==> src/hw/rtl/cube_map_face_uv_defines.svh <==
// Assertion macros shared by the cube map face block.
`ifndef CUBE_MAP_FACE_UV_DEFINES_SVH
`define CUBE_MAP_FACE_UV_DEFINES_SVH

`ifndef SYNTH

`define CMFU_ASSERT_IMPL(label, clk, rst_n, ante, cons) \
	label: assert property (@(posedge clk) disable iff (!(rst_n)) (ante) |-> (cons)) \
		else $error("cube_map_face_uv: implication check failed");

`define CMFU_ASSERT_NEXT(label, clk, rst_n, ante, cons) \
	label: assert property (@(posedge clk) disable iff (!(rst_n)) (ante) |=> (cons)) \
		else $error("cube_map_face_uv: next-cycle check failed");

`else

`define CMFU_ASSERT_IMPL(label, clk, rst_n, ante, cons)

`define CMFU_ASSERT_NEXT(label, clk, rst_n, ante, cons)

`endif

`endif

==> src/hw/rtl/cmfu_pkg.sv <==
// Types and constants for the cube map face block.
package cmfu_pkg;

	localparam int COMP_BITS  = 16;
	localparam int FRAC_BITS  = 14;
	localparam int QBITS      = FRAC_BITS + 1;
	localparam int COORD_BITS = FRAC_BITS + 2;
	localparam int REM_BITS   = COMP_BITS + 1;

	localparam logic [COORD_BITS-1:0] FX_ONE  = COORD_BITS'(1) << FRAC_BITS;
	localparam logic [COORD_BITS-1:0] FX_HALF = COORD_BITS'(1) << (FRAC_BITS - 1);

	typedef enum logic [2:0] {
		FACE_TOP    = 3'd0,
		FACE_BOTTOM = 3'd1,
		FACE_FRONT  = 3'd2,
		FACE_BACK   = 3'd3,
		FACE_LEFT   = 3'd4,
		FACE_RIGHT  = 3'd5
	} face_t;

	typedef struct packed {
		face_t                 face;
		logic [COMP_BITS-1:0]  depth;
		logic [COMP_BITS-1:0]  den;
		logic                  neg_u;
		logic                  neg_v;
		logic                  qneg_u;
		logic                  qneg_v;
		logic [REM_BITS-1:0]   rem_u;
		logic [REM_BITS-1:0]   rem_v;
		logic [QBITS-1:0]      quo_u;
		logic [QBITS-1:0]      quo_v;
	} cell_t;

endpackage

==> src/hw/rtl/cmfu_dir_if.sv <==
// Direction request channel.
interface cmfu_dir_if;
	import cmfu_pkg::*;

	logic                        valid;
	logic                        ready;
	logic signed [COMP_BITS-1:0] dir_x;
	logic signed [COMP_BITS-1:0] dir_y;
	logic signed [COMP_BITS-1:0] dir_z;

	modport source (output valid, output dir_x, output dir_y, output dir_z, input ready);
	modport sink (input valid, input dir_x, input dir_y, input dir_z, output ready);
endinterface

==> src/hw/rtl/cmfu_res_if.sv <==
// Face result request channel.
interface cmfu_res_if;
	import cmfu_pkg::*;

	logic                         valid;
	logic                         ready;
	logic [2:0]                   face;
	logic signed [COORD_BITS-1:0] coord_u;
	logic signed [COORD_BITS-1:0] coord_v;
	logic [COMP_BITS-1:0]         depth;

	modport source (output valid, output face, output coord_u, output coord_v,
		output depth, input ready);
	modport sink (input valid, input face, input coord_u, input coord_v,
		input depth, output ready);
endinterface

==> src/hw/rtl/cmfu_select.sv <==
// Major axis pick, face code and divider setup; first pipeline stage.
module cmfu_select (
	input  logic              clk,
	input  logic              arst_n,
	cmfu_dir_if.sink          dir,
	input  logic              take_dn,
	output logic              vld_out,
	output cmfu_pkg::cell_t   dat_out
);
	import cmfu_pkg::*;

	logic                 xn, yn, zn;
	logic [COMP_BITS-1:0] xm, ym, zm;
	logic                 y_major, z_major;
	logic                 take;
	logic                 vld_s1;
	cell_t                nxt;
	cell_t                dat_s1;

	assign xn = dir.dir_x[COMP_BITS-1];
	assign yn = dir.dir_y[COMP_BITS-1];
	assign zn = dir.dir_z[COMP_BITS-1];
	assign xm = xn ? COMP_BITS'(~dir.dir_x + 1'b1) : COMP_BITS'(dir.dir_x);
	assign ym = yn ? COMP_BITS'(~dir.dir_y + 1'b1) : COMP_BITS'(dir.dir_y);
	assign zm = zn ? COMP_BITS'(~dir.dir_z + 1'b1) : COMP_BITS'(dir.dir_z);

	assign y_major = (ym >= xm) && (ym >= zm) && (ym != '0);
	assign z_major = (zm >= xm) && (zm >= ym) && (zm != '0);

	always_comb begin
		nxt       = '0;
		nxt.quo_u = '0;
		nxt.quo_v = '0;
		priority if (y_major) begin
			nxt.face   = yn ? FACE_TOP : FACE_BOTTOM;
			nxt.depth  = ym;
			nxt.den    = ym;
			nxt.neg_u  = 1'b1;
			nxt.neg_v  = 1'b1;
			nxt.qneg_u = zn ^ yn;
			nxt.qneg_v = xn;
			nxt.rem_u  = REM_BITS'(zm);
			nxt.rem_v  = REM_BITS'(xm);
		end else if (z_major) begin
			nxt.face   = zn ? FACE_BACK : FACE_FRONT;
			nxt.depth  = zm;
			nxt.den    = zm;
			nxt.neg_u  = 1'b0;
			nxt.neg_v  = 1'b0;
			nxt.qneg_u = xn ^ zn;
			nxt.qneg_v = yn;
			nxt.rem_u  = REM_BITS'(xm);
			nxt.rem_v  = REM_BITS'(ym);
		end else if (xm != '0) begin
			nxt.face   = xn ? FACE_RIGHT : FACE_LEFT;
			nxt.depth  = xm;
			nxt.den    = xm;
			nxt.neg_u  = 1'b1;
			nxt.neg_v  = 1'b0;
			nxt.qneg_u = zn ^ xn;
			nxt.qneg_v = yn;
			nxt.rem_u  = REM_BITS'(zm);
			nxt.rem_v  = REM_BITS'(ym);
		end else begin
			// null direction: 0/1 gives a zero quotient, hence 0.5
			nxt.face   = FACE_TOP;
			nxt.depth  = '0;
			nxt.den    = COMP_BITS'(1);
			nxt.neg_u  = 1'b0;
			nxt.neg_v  = 1'b0;
			nxt.qneg_u = 1'b0;
			nxt.qneg_v = 1'b0;
			nxt.rem_u  = '0;
			nxt.rem_v  = '0;
		end
	end

	assign take      = !vld_s1 || take_dn;
	assign dir.ready = take;

	always_ff @(posedge clk or negedge arst_n) begin
		if (!arst_n) begin
			vld_s1 <= 1'b0;
		end else if (take) begin
			vld_s1 <= dir.valid;
		end
	end

	always_ff @(posedge clk) begin
		if (take && dir.valid) begin
			dat_s1 <= nxt;
		end
	end

	assign vld_out = vld_s1;
	assign dat_out = dat_s1;
endmodule

==> src/hw/rtl/cmfu_div_cell.sv <==
// One restoring-division cell: one quotient bit for both coordinates.
module cmfu_div_cell (
	input  logic              clk,
	input  logic              arst_n,
	input  logic              vld_in,
	input  cmfu_pkg::cell_t   dat_in,
	output logic              take_up,
	input  logic              take_dn,
	output logic              vld_out,
	output cmfu_pkg::cell_t   dat_out
);
	import cmfu_pkg::*;

	logic                ge_u, ge_v;
	logic [REM_BITS-1:0] dif_u, dif_v;
	logic [REM_BITS-1:0] den_x;
	cell_t               nxt;
	cell_t               dat_q;
	logic                vld_q;

	assign den_x = REM_BITS'(dat_in.den);
	assign ge_u  = dat_in.rem_u >= den_x;
	assign ge_v  = dat_in.rem_v >= den_x;
	assign dif_u = ge_u ? (dat_in.rem_u - den_x) : dat_in.rem_u;
	assign dif_v = ge_v ? (dat_in.rem_v - den_x) : dat_in.rem_v;

	always_comb begin
		nxt       = dat_in;
		nxt.rem_u = {dif_u[REM_BITS-2:0], 1'b0};
		nxt.rem_v = {dif_v[REM_BITS-2:0], 1'b0};
		nxt.quo_u = {dat_in.quo_u[QBITS-2:0], ge_u};
		nxt.quo_v = {dat_in.quo_v[QBITS-2:0], ge_v};
	end

	assign take_up = !vld_q || take_dn;

	always_ff @(posedge clk or negedge arst_n) begin
		if (!arst_n) begin
			vld_q <= 1'b0;
		end else if (take_up) begin
			vld_q <= vld_in;
		end
	end

	always_ff @(posedge clk) begin
		if (take_up && vld_in) begin
			dat_q <= nxt;
		end
	end

	assign vld_out = vld_q;
	assign dat_out = dat_q;
endmodule

==> src/hw/rtl/cmfu_finish.sv <==
// Halving, sign and output register of the face coordinates.
module cmfu_finish (
	input  logic              clk,
	input  logic              arst_n,
	input  logic              vld_in,
	input  cmfu_pkg::cell_t   dat_in,
	output logic              take_up,
	cmfu_res_if.source        res
);
	import cmfu_pkg::*;

	function automatic logic [COORD_BITS-1:0] coord_of(
		input logic [QBITS-1:0] quo,
		input logic             qneg,
		input logic             neg
	);
		logic [COORD_BITS-1:0] q;
		logic [COORD_BITS-1:0] s;
		logic [COORD_BITS-1:0] h;
		q = COORD_BITS'(quo);
		s = (qneg && (quo != '0)) ? (FX_ONE - q) : (FX_ONE + q);
		h = s >> 1;
		return neg ? COORD_BITS'(~h + 1'b1) : h;
	endfunction

	logic                  vld_q;
	logic [2:0]            face_q;
	logic [COORD_BITS-1:0] u_q, v_q;
	logic [COMP_BITS-1:0]  depth_q;

	assign take_up = !vld_q || res.ready;

	always_ff @(posedge clk or negedge arst_n) begin
		if (!arst_n) begin
			vld_q <= 1'b0;
		end else if (take_up) begin
			vld_q <= vld_in;
		end
	end

	always_ff @(posedge clk) begin
		if (take_up && vld_in) begin
			face_q  <= 3'(dat_in.face);
			u_q     <= coord_of(dat_in.quo_u, dat_in.qneg_u, dat_in.neg_u);
			v_q     <= coord_of(dat_in.quo_v, dat_in.qneg_v, dat_in.neg_v);
			depth_q <= dat_in.depth;
		end
	end

	assign res.valid   = vld_q;
	assign res.face    = face_q;
	assign res.coord_u = u_q;
	assign res.coord_v = v_q;
	assign res.depth   = depth_q;
endmodule

==> src/hw/rtl/cube_map_face_uv.sv <==
// Top level: cube map face selection with face coordinates.
// Usage:
//   dir carries one direction request (dir_x, dir_y, dir_z, signed) per
//   valid/ready handshake; res returns one request per direction with the
//   face code, coord_u and coord_v in signed Q2.14, and the major magnitude
//   as depth. Results leave in input order.
//   From accept to res.valid a request passes the select stage, which loads
//   at the accept edge, then 15 division cells (one quotient bit each, both
//   coordinates in parallel) and one output register. A new direction is
//   accepted every cycle unless res is stalled with every stage full.
//   Each stage holds its own valid bit and loads whenever it is empty or
//   its contents move on, so bubbles close up while res is stalled; the
//   input stalls only once every stage holds a request.
//   Reset clears all valid bits; the block is then empty and ready.
//   A null direction gives face 0, both coordinates 0.5 and depth 0.
`include "cube_map_face_uv_defines.svh"

module cube_map_face_uv (
	input  logic        clk,
	input  logic        arst_n,
	cmfu_dir_if.sink    dir,
	cmfu_res_if.source  res
);
	import cmfu_pkg::*;

	localparam logic signed [COORD_BITS-1:0] C_MAX = FX_ONE;
	localparam logic signed [COORD_BITS-1:0] C_MIN = -C_MAX;
	localparam logic signed [COORD_BITS-1:0] C_HALF = FX_HALF;

	logic  cell_vld  [0:QBITS];
	logic  cell_take [0:QBITS];
	cell_t cell_dat  [0:QBITS];

	cmfu_select u_select (
		.clk     (clk),
		.arst_n  (arst_n),
		.dir     (dir),
		.take_dn (cell_take[0]),
		.vld_out (cell_vld[0]),
		.dat_out (cell_dat[0])
	);

	for (genvar i = 0; i < QBITS; i++) begin : g_cell
		cmfu_div_cell u_cell (
			.clk     (clk),
			.arst_n  (arst_n),
			.vld_in  (cell_vld[i]),
			.dat_in  (cell_dat[i]),
			.take_up (cell_take[i]),
			.take_dn (cell_take[i+1]),
			.vld_out (cell_vld[i+1]),
			.dat_out (cell_dat[i+1])
		);
	end

	cmfu_finish u_finish (
		.clk     (clk),
		.arst_n  (arst_n),
		.vld_in  (cell_vld[QBITS]),
		.dat_in  (cell_dat[QBITS]),
		.take_up (cell_take[QBITS]),
		.res     (res)
	);

	`CMFU_ASSERT_NEXT(a_last_cell_lands, clk, arst_n, cell_vld[QBITS] && cell_take[QBITS], res.valid)
	`CMFU_ASSERT_IMPL(a_null_result, clk, arst_n, res.valid && (res.depth == '0), (res.face == 3'(FACE_TOP)) && (res.coord_u == C_HALF) && (res.coord_v == C_HALF))
	`CMFU_ASSERT_IMPL(a_coord_range, clk, arst_n, res.valid, ($signed(res.coord_u) <= C_MAX) && ($signed(res.coord_u) >= C_MIN) && ($signed(res.coord_v) <= C_MAX) && ($signed(res.coord_v) >= C_MIN))
endmodule

==> src/flat_wrapper.sv <==
// flat-port wrapper written by rule: the top's interface ports become plain ports
module cube_map_face_uv_flat import cmfu_pkg::*;
  (clk, arst_n, dir_valid, dir_dir_x, dir_dir_y, dir_dir_z, dir_ready, res_valid, res_face, res_coord_u, res_coord_v, res_depth, res_ready);
  cmfu_dir_if dir_i ();
  cmfu_res_if res_i ();
  input  logic clk;
  input  logic arst_n;
  input wire logic [$bits(dir_i.valid)-1:0] dir_valid;
  input wire logic [$bits(dir_i.dir_x)-1:0] dir_dir_x;
  input wire logic [$bits(dir_i.dir_y)-1:0] dir_dir_y;
  input wire logic [$bits(dir_i.dir_z)-1:0] dir_dir_z;
  output wire logic [$bits(dir_i.ready)-1:0] dir_ready;
  output wire logic [$bits(res_i.valid)-1:0] res_valid;
  output wire logic [$bits(res_i.face)-1:0] res_face;
  output wire logic [$bits(res_i.coord_u)-1:0] res_coord_u;
  output wire logic [$bits(res_i.coord_v)-1:0] res_coord_v;
  output wire logic [$bits(res_i.depth)-1:0] res_depth;
  input wire logic [$bits(res_i.ready)-1:0] res_ready;
  assign dir_i.valid = dir_valid;
  assign dir_i.dir_x = dir_dir_x;
  assign dir_i.dir_y = dir_dir_y;
  assign dir_i.dir_z = dir_dir_z;
  assign dir_ready = dir_i.ready;
  assign res_valid = res_i.valid;
  assign res_face = res_i.face;
  assign res_coord_u = res_i.coord_u;
  assign res_coord_v = res_i.coord_v;
  assign res_depth = res_i.depth;
  assign res_i.ready = res_ready;
  cube_map_face_uv u_core (.clk(clk), .arst_n(arst_n), .dir(dir_i), .res(res_i));
endmodule
==> config.mk <==
export PLATFORM = sky130hd
export DESIGN_NAME = cube_map_face_uv_flat
export DESIGN_NICKNAME = d
export VERILOG_FILES = /design/src/hw/rtl/cmfu_pkg.sv /design/src/hw/rtl/cmfu_dir_if.sv /design/src/hw/rtl/cmfu_res_if.sv /design/src/hw/rtl/cmfu_select.sv /design/src/hw/rtl/cmfu_div_cell.sv /design/src/hw/rtl/cmfu_finish.sv /design/src/hw/rtl/cube_map_face_uv.sv /design/src/flat_wrapper.sv
export VERILOG_INCLUDE_DIRS = /design/src /design/src/hw/rtl
export SDC_FILE = /design/constraint.sdc
export NUM_CORES = 2
export LEC_CHECK = 0
export ABC_AREA = 1
export ABC_CLOCK_PERIOD_IN_PS = 5600
export BUFFER_PORTS_ARGS = -buffer_cell sky130_fd_sc_hd__buf_4
export CAP_MARGIN = 10
export CORE_ASPECT_RATIO = 2
export CORE_MARGIN = 4
export CORE_UTILIZATION = 50
export CTS_BUF_LIST = sky130_fd_sc_hd__clkbuf_16
export CTS_CLUSTER_DIAMETER = 200
export DETAILED_ROUTE_END_ITERATION = 7
export PLACE_DENSITY = 0.69
export REMOVE_ABC_BUFFERS = 1
export SLEW_MARGIN = 25
export SYNTH_ARGS = -nofsm -noshare
export SYNTH_HDL_FRONTEND = slang
export SYNTH_SLANG_ARGS = --single-unit
export TNS_END_PERCENT = 30
==> constraint.sdc <==
create_clock -name clk -period 5.6 [get_ports clk]
set_input_delay 0.56 -clock clk [delete_from_list [all_inputs] [get_ports clk]]
set_output_delay 0.56 -clock clk [all_outputs]
set_load 0.005 [all_outputs]
==> key figures <==
Final layout
  – Layout cells sized above 1: 6.64%
  – Most common cell after layout, fill and taps aside: nand2_1
  – Most frequent cells in the layout: nand2_1, edfxtp_1, inv_1
  – Final nets: 7080
  – Layout area overhead: 9.73%
  – Final instance area: 0.0712 sq mm

Global route
  – Vias in the first global route: 50200
  – Total track usage: 30.0%
  – Largest net degree at the start of global routing: 63
  – Initial antenna violation count: 21
  – First-pass GRT wire length: 294 mm
  – Grt met3 use: 8.19%
  – Met1 usage: 15.9%
  – Met2 GRT Util: 60.2%
  – GRT overflow: 0
  – Global route hottest layer: met2

Synth
  – Cell Area, Synth: 0.0649 sq mm
  – Avg Cell Area, Syn: 10.3 sq um
  – Mapped Cells: 6300
  – Synth Warn #: 0
  – Sequential element share of the synthesized area: 54.1%
  – Yosys reg bits: 1171
  – Netlist cell types: 62

STA
  – Setup TNS: 0 ns
  – Clock Skew: 0.0571 ns
  – Final period util: 79.2%
  – Final Hold Vio Count: 0
  – Worst-Margin Slew: 1.23 ns
  – Fin. max-slew vios: 0
  – F_max: 225 MHz
  – Finish-stage setup viols: 0
  – Max-slew headroom: 18.2%
  – Unrepaired setup endpoints after global routing: false
  – Fin crit period: 4.44 ns

Flow run
  – Max-Cap Viols: 0

Critical path
  – CP required: 5.04 ns
  – Reg-to-Reg Start: u_core.g_cell[5].u_cell.dat_out[32]
  – R2R Path End: u_core.g_cell[6].u_cell.dat_out[37]
  – CP peak stage delay: 0.35 ns
  – Worst-path fanout max: 4
  – Critical path cell sequence: inv_1 -> nor2_4 -> nand4_4 -> nor2_4 -> nand4_2 -> nor2_1 -> nand2_1 -> nor2_2 -> nand2_1 -> nor2_1 -> nand2_1 -> nor2_1 -> nand2_1 -> nor2_1 -> inv_1 -> buf_4
  – FF-to-FF path depth: 14
  – Worst setup SP type: flip-flop
  – Critical path endpoint category: primary output
  – R2r setup slk: 1.19 ns
  – Setup Crit Path Kind: flip-flop to primary output
  – CP Buf/Inv Count: 3
  – CP max stage cell: dfrtp_1
  – Cell family with most CP delay: simple AND/OR/NAND/NOR gates
  – Worst Path Arrival: 3.88 ns

Pwr
  – Pint: 0.0257 W
  – Switching share of power: 43.9%
  – Clock power share: 15.7%
  – Sequential Power Share: 34.6%
  – Power Dens Cells: 643 mW/mm^2
  – Gate power share: 49.7%
  – Standby leakage power: 29.7 nW
  – VDD IR max: 0.345 mV
  – Switching pwr: 0.0201 W

Clocking
  – Max clock buf depth: 3
  – H-tree depth: 3
  – TritonCTS clock tree: done
  – Buffer count from post-CTS setup fixing: 0
  – Clock root buffer: clkbuf_16
  – Clk slew on worst S/H paths: 0.06 ns
  – Worst-skew pair later-pin latency: 0.77 ns
  – Sinks on Clock Net: 1171
  – CTS Buf Count: 103

Detailed routing
  – Via count: 47200
  – Drt pass-1 iters: 8
  – Routed Antenna Nets: 0
  – Routed WL per cell: 24.8 um
  – DRC violations left: 0
  – Vias per std cell: 5.71
  – Final wirelength: 205 mm
  – Initial DRC count: 2694

Run status
  – Status: completed

Floorplanning
  – Die Y: 517 um
  – Die ar.: 0.136 sq mm
  – Die width: 263 um
  – IO Pins: 105
  – Core area: 0.129 sq mm
  – Rows: 186
  – Initial core utilization: 50.4%

Placement
  – Dpl hpwl: 163 mm
  – # port buffers: 104
  – GPL Wtd Cong: 0.999
  – Post-DP Area: 0.0677 sq mm

Worst hold path
  – Min-Delay Path Depth: 2
  – Min-delay src: res_ready
  – Min-Delay Path Class: input port to flip-flop
  – WHS Endpoint: u_core.u_finish.res.valid
through the flow:
step                cells  power, W  hold slack (ns)  util [%]  setup WS, ns
floorplan            6205    0.0299            0.264         -         0.883
global placement     8054    0.0372            0.401      52.6          1.00
detailed placement   8054    0.0378            0.405      52.6          1.06
CTS                  8244    0.0450           0.0205      55.2          1.03
global route         8248    0.0483           0.0426      55.3         0.638
finish               8263    0.0458           0.0593      55.3          1.16
metal layers:
layer  vias to the layer above  part of all wire, %
met5                         -                0.023
met2                      1671                   57
li1                      22200                    -
met4                         8                   17
met3                      1211                  4.9
met1                     22000                   21
cells by family after synthesis:
kind of cell	Yosys count	share of synthesized area (%)
AND/OR/NAND/NOR	2196	14.1
AO/OA/AOI/OAI	1176	10.1
flip-flops	1171	54.1
buffers and inverters	758	4.64
adder cells (fa/ha/maj)	558	11.1
XOR/XNOR	441	5.99
cell usage after synthesis (all sizes together):
| cell type | count | area [sq um] |
|---|---|---|
| clkbuf | 33 | 124 |
| a21boi | 19 | 143 |
| nor3 | 69 | 360 |
| nand2 | 1448 | 5500 |
| nand3b | 3 | 22.5 |
| o31a | 12 | 105 |
| ha | 530 | 6630 |
| a41o | 2 | 20.0 |
| a211oi | 17 | 128 |
| o311ai | 12 | 188 |
| fa | 28 | 561 |
| o31ai | 3 | 22.5 |
| o21a | 14 | 105 |
| a31o | 1 | 8.76 |
| o41ai | 8 | 70.1 |
| o211ai | 8 | 60.1 |
| xnor2 | 228 | 2000 |
| o2111ai | 12 | 105 |
| nor2 | 310 | 1210 |
| edfxtp | 1154 | 34700 |
| nand4 | 63 | 415 |
| a31oi | 5 | 31.3 |
| nor4 | 23 | 150 |
| buf | 62 | 394 |
| dfrtp | 17 | 425 |
| a21oi | 415 | 2080 |
| nand3 | 254 | 1340 |
| a311oi | 6 | 52.6 |
| clkinv | 13 | 48.8 |
| or2 | 7 | 43.8 |
| and3 | 1 | 6.26 |
| o21bai | 12 | 90.1 |
| and2 | 12 | 75.1 |
| xor2 | 213 | 1880 |
| o21ai | 597 | 3070 |
| inv | 650 | 2440 |
| a21o | 33 | 248 |
| nor4b | 6 | 52.6 |
cell type report:
| class | instances | area, sq um |
|---|---|---|
| antenna | 17 | 42.5 |
| clock buffer | 104 | 2600 |
| clock inverter | 85 | 766 |
| fill | 11100 | 57500 |
| inverter | 663 | 2490 |
| multi-input combinational | 4371 | 26900 |
| sequential | 1171 | 35100 |
| tap | 1692 | 2120 |
| timing repair buffer | 160 | 1200 |
power groups by stage:
stage / Combinational (W) / Clock (W) / Sequential (W)
after floorplan: 0.0144 / 0 / 0.0155
after detailed placement: 0.0218 / 0 / 0.0160
after CTS: 0.0219 / 0.00729 / 0.0158
final: 0.0227 / 0.00719 / 0.0158
after global placement: 0.0213 / 0 / 0.0159
after global routing: 0.0246 / 0.00766 / 0.0161
sequential cells by signal, summed over array words and instances, names as in the netlist, 3 cells and up:
register,cells
u_core.g_cell.u_cell.dat_out,1047
u_core.g_cell.u_cell.vld_out,15
u_core.u_finish.res.coord_u,16
u_core.u_finish.res.coord_v,16
u_core.u_finish.res.depth,16
u_core.u_finish.res.face,3
u_core.u_select.dat_out,56
how the worst max path moves through the flow:
stage,start,endpoint,slack [ns],depth (start not counted)
global route,u_core.u_finish.res.valid,dir_ready,0.64,16
detailed placement,dir_dir_z[0],u_core.u_select.dat_out[30],1.06,24
global placement,dir_dir_z[0],u_core.u_select.dat_out[30],1.0,24
floorplan,res_ready,u_core.g_cell[4].u_cell.dat_out[0],0.88,8
CTS,u_core.u_finish.res.valid,dir_ready,1.03,16
finish,u_core.u_finish.res.valid,dir_ready,1.16,16
what timing repair did:
item | CTS | global route
endpoints found under the hold margin | 17 | 0
setup endpoints to repair | 0 | 0
gates resized for setup | 0 | 0
hold buffers | 1 | 0
Power figures use the tool's default switching activity.
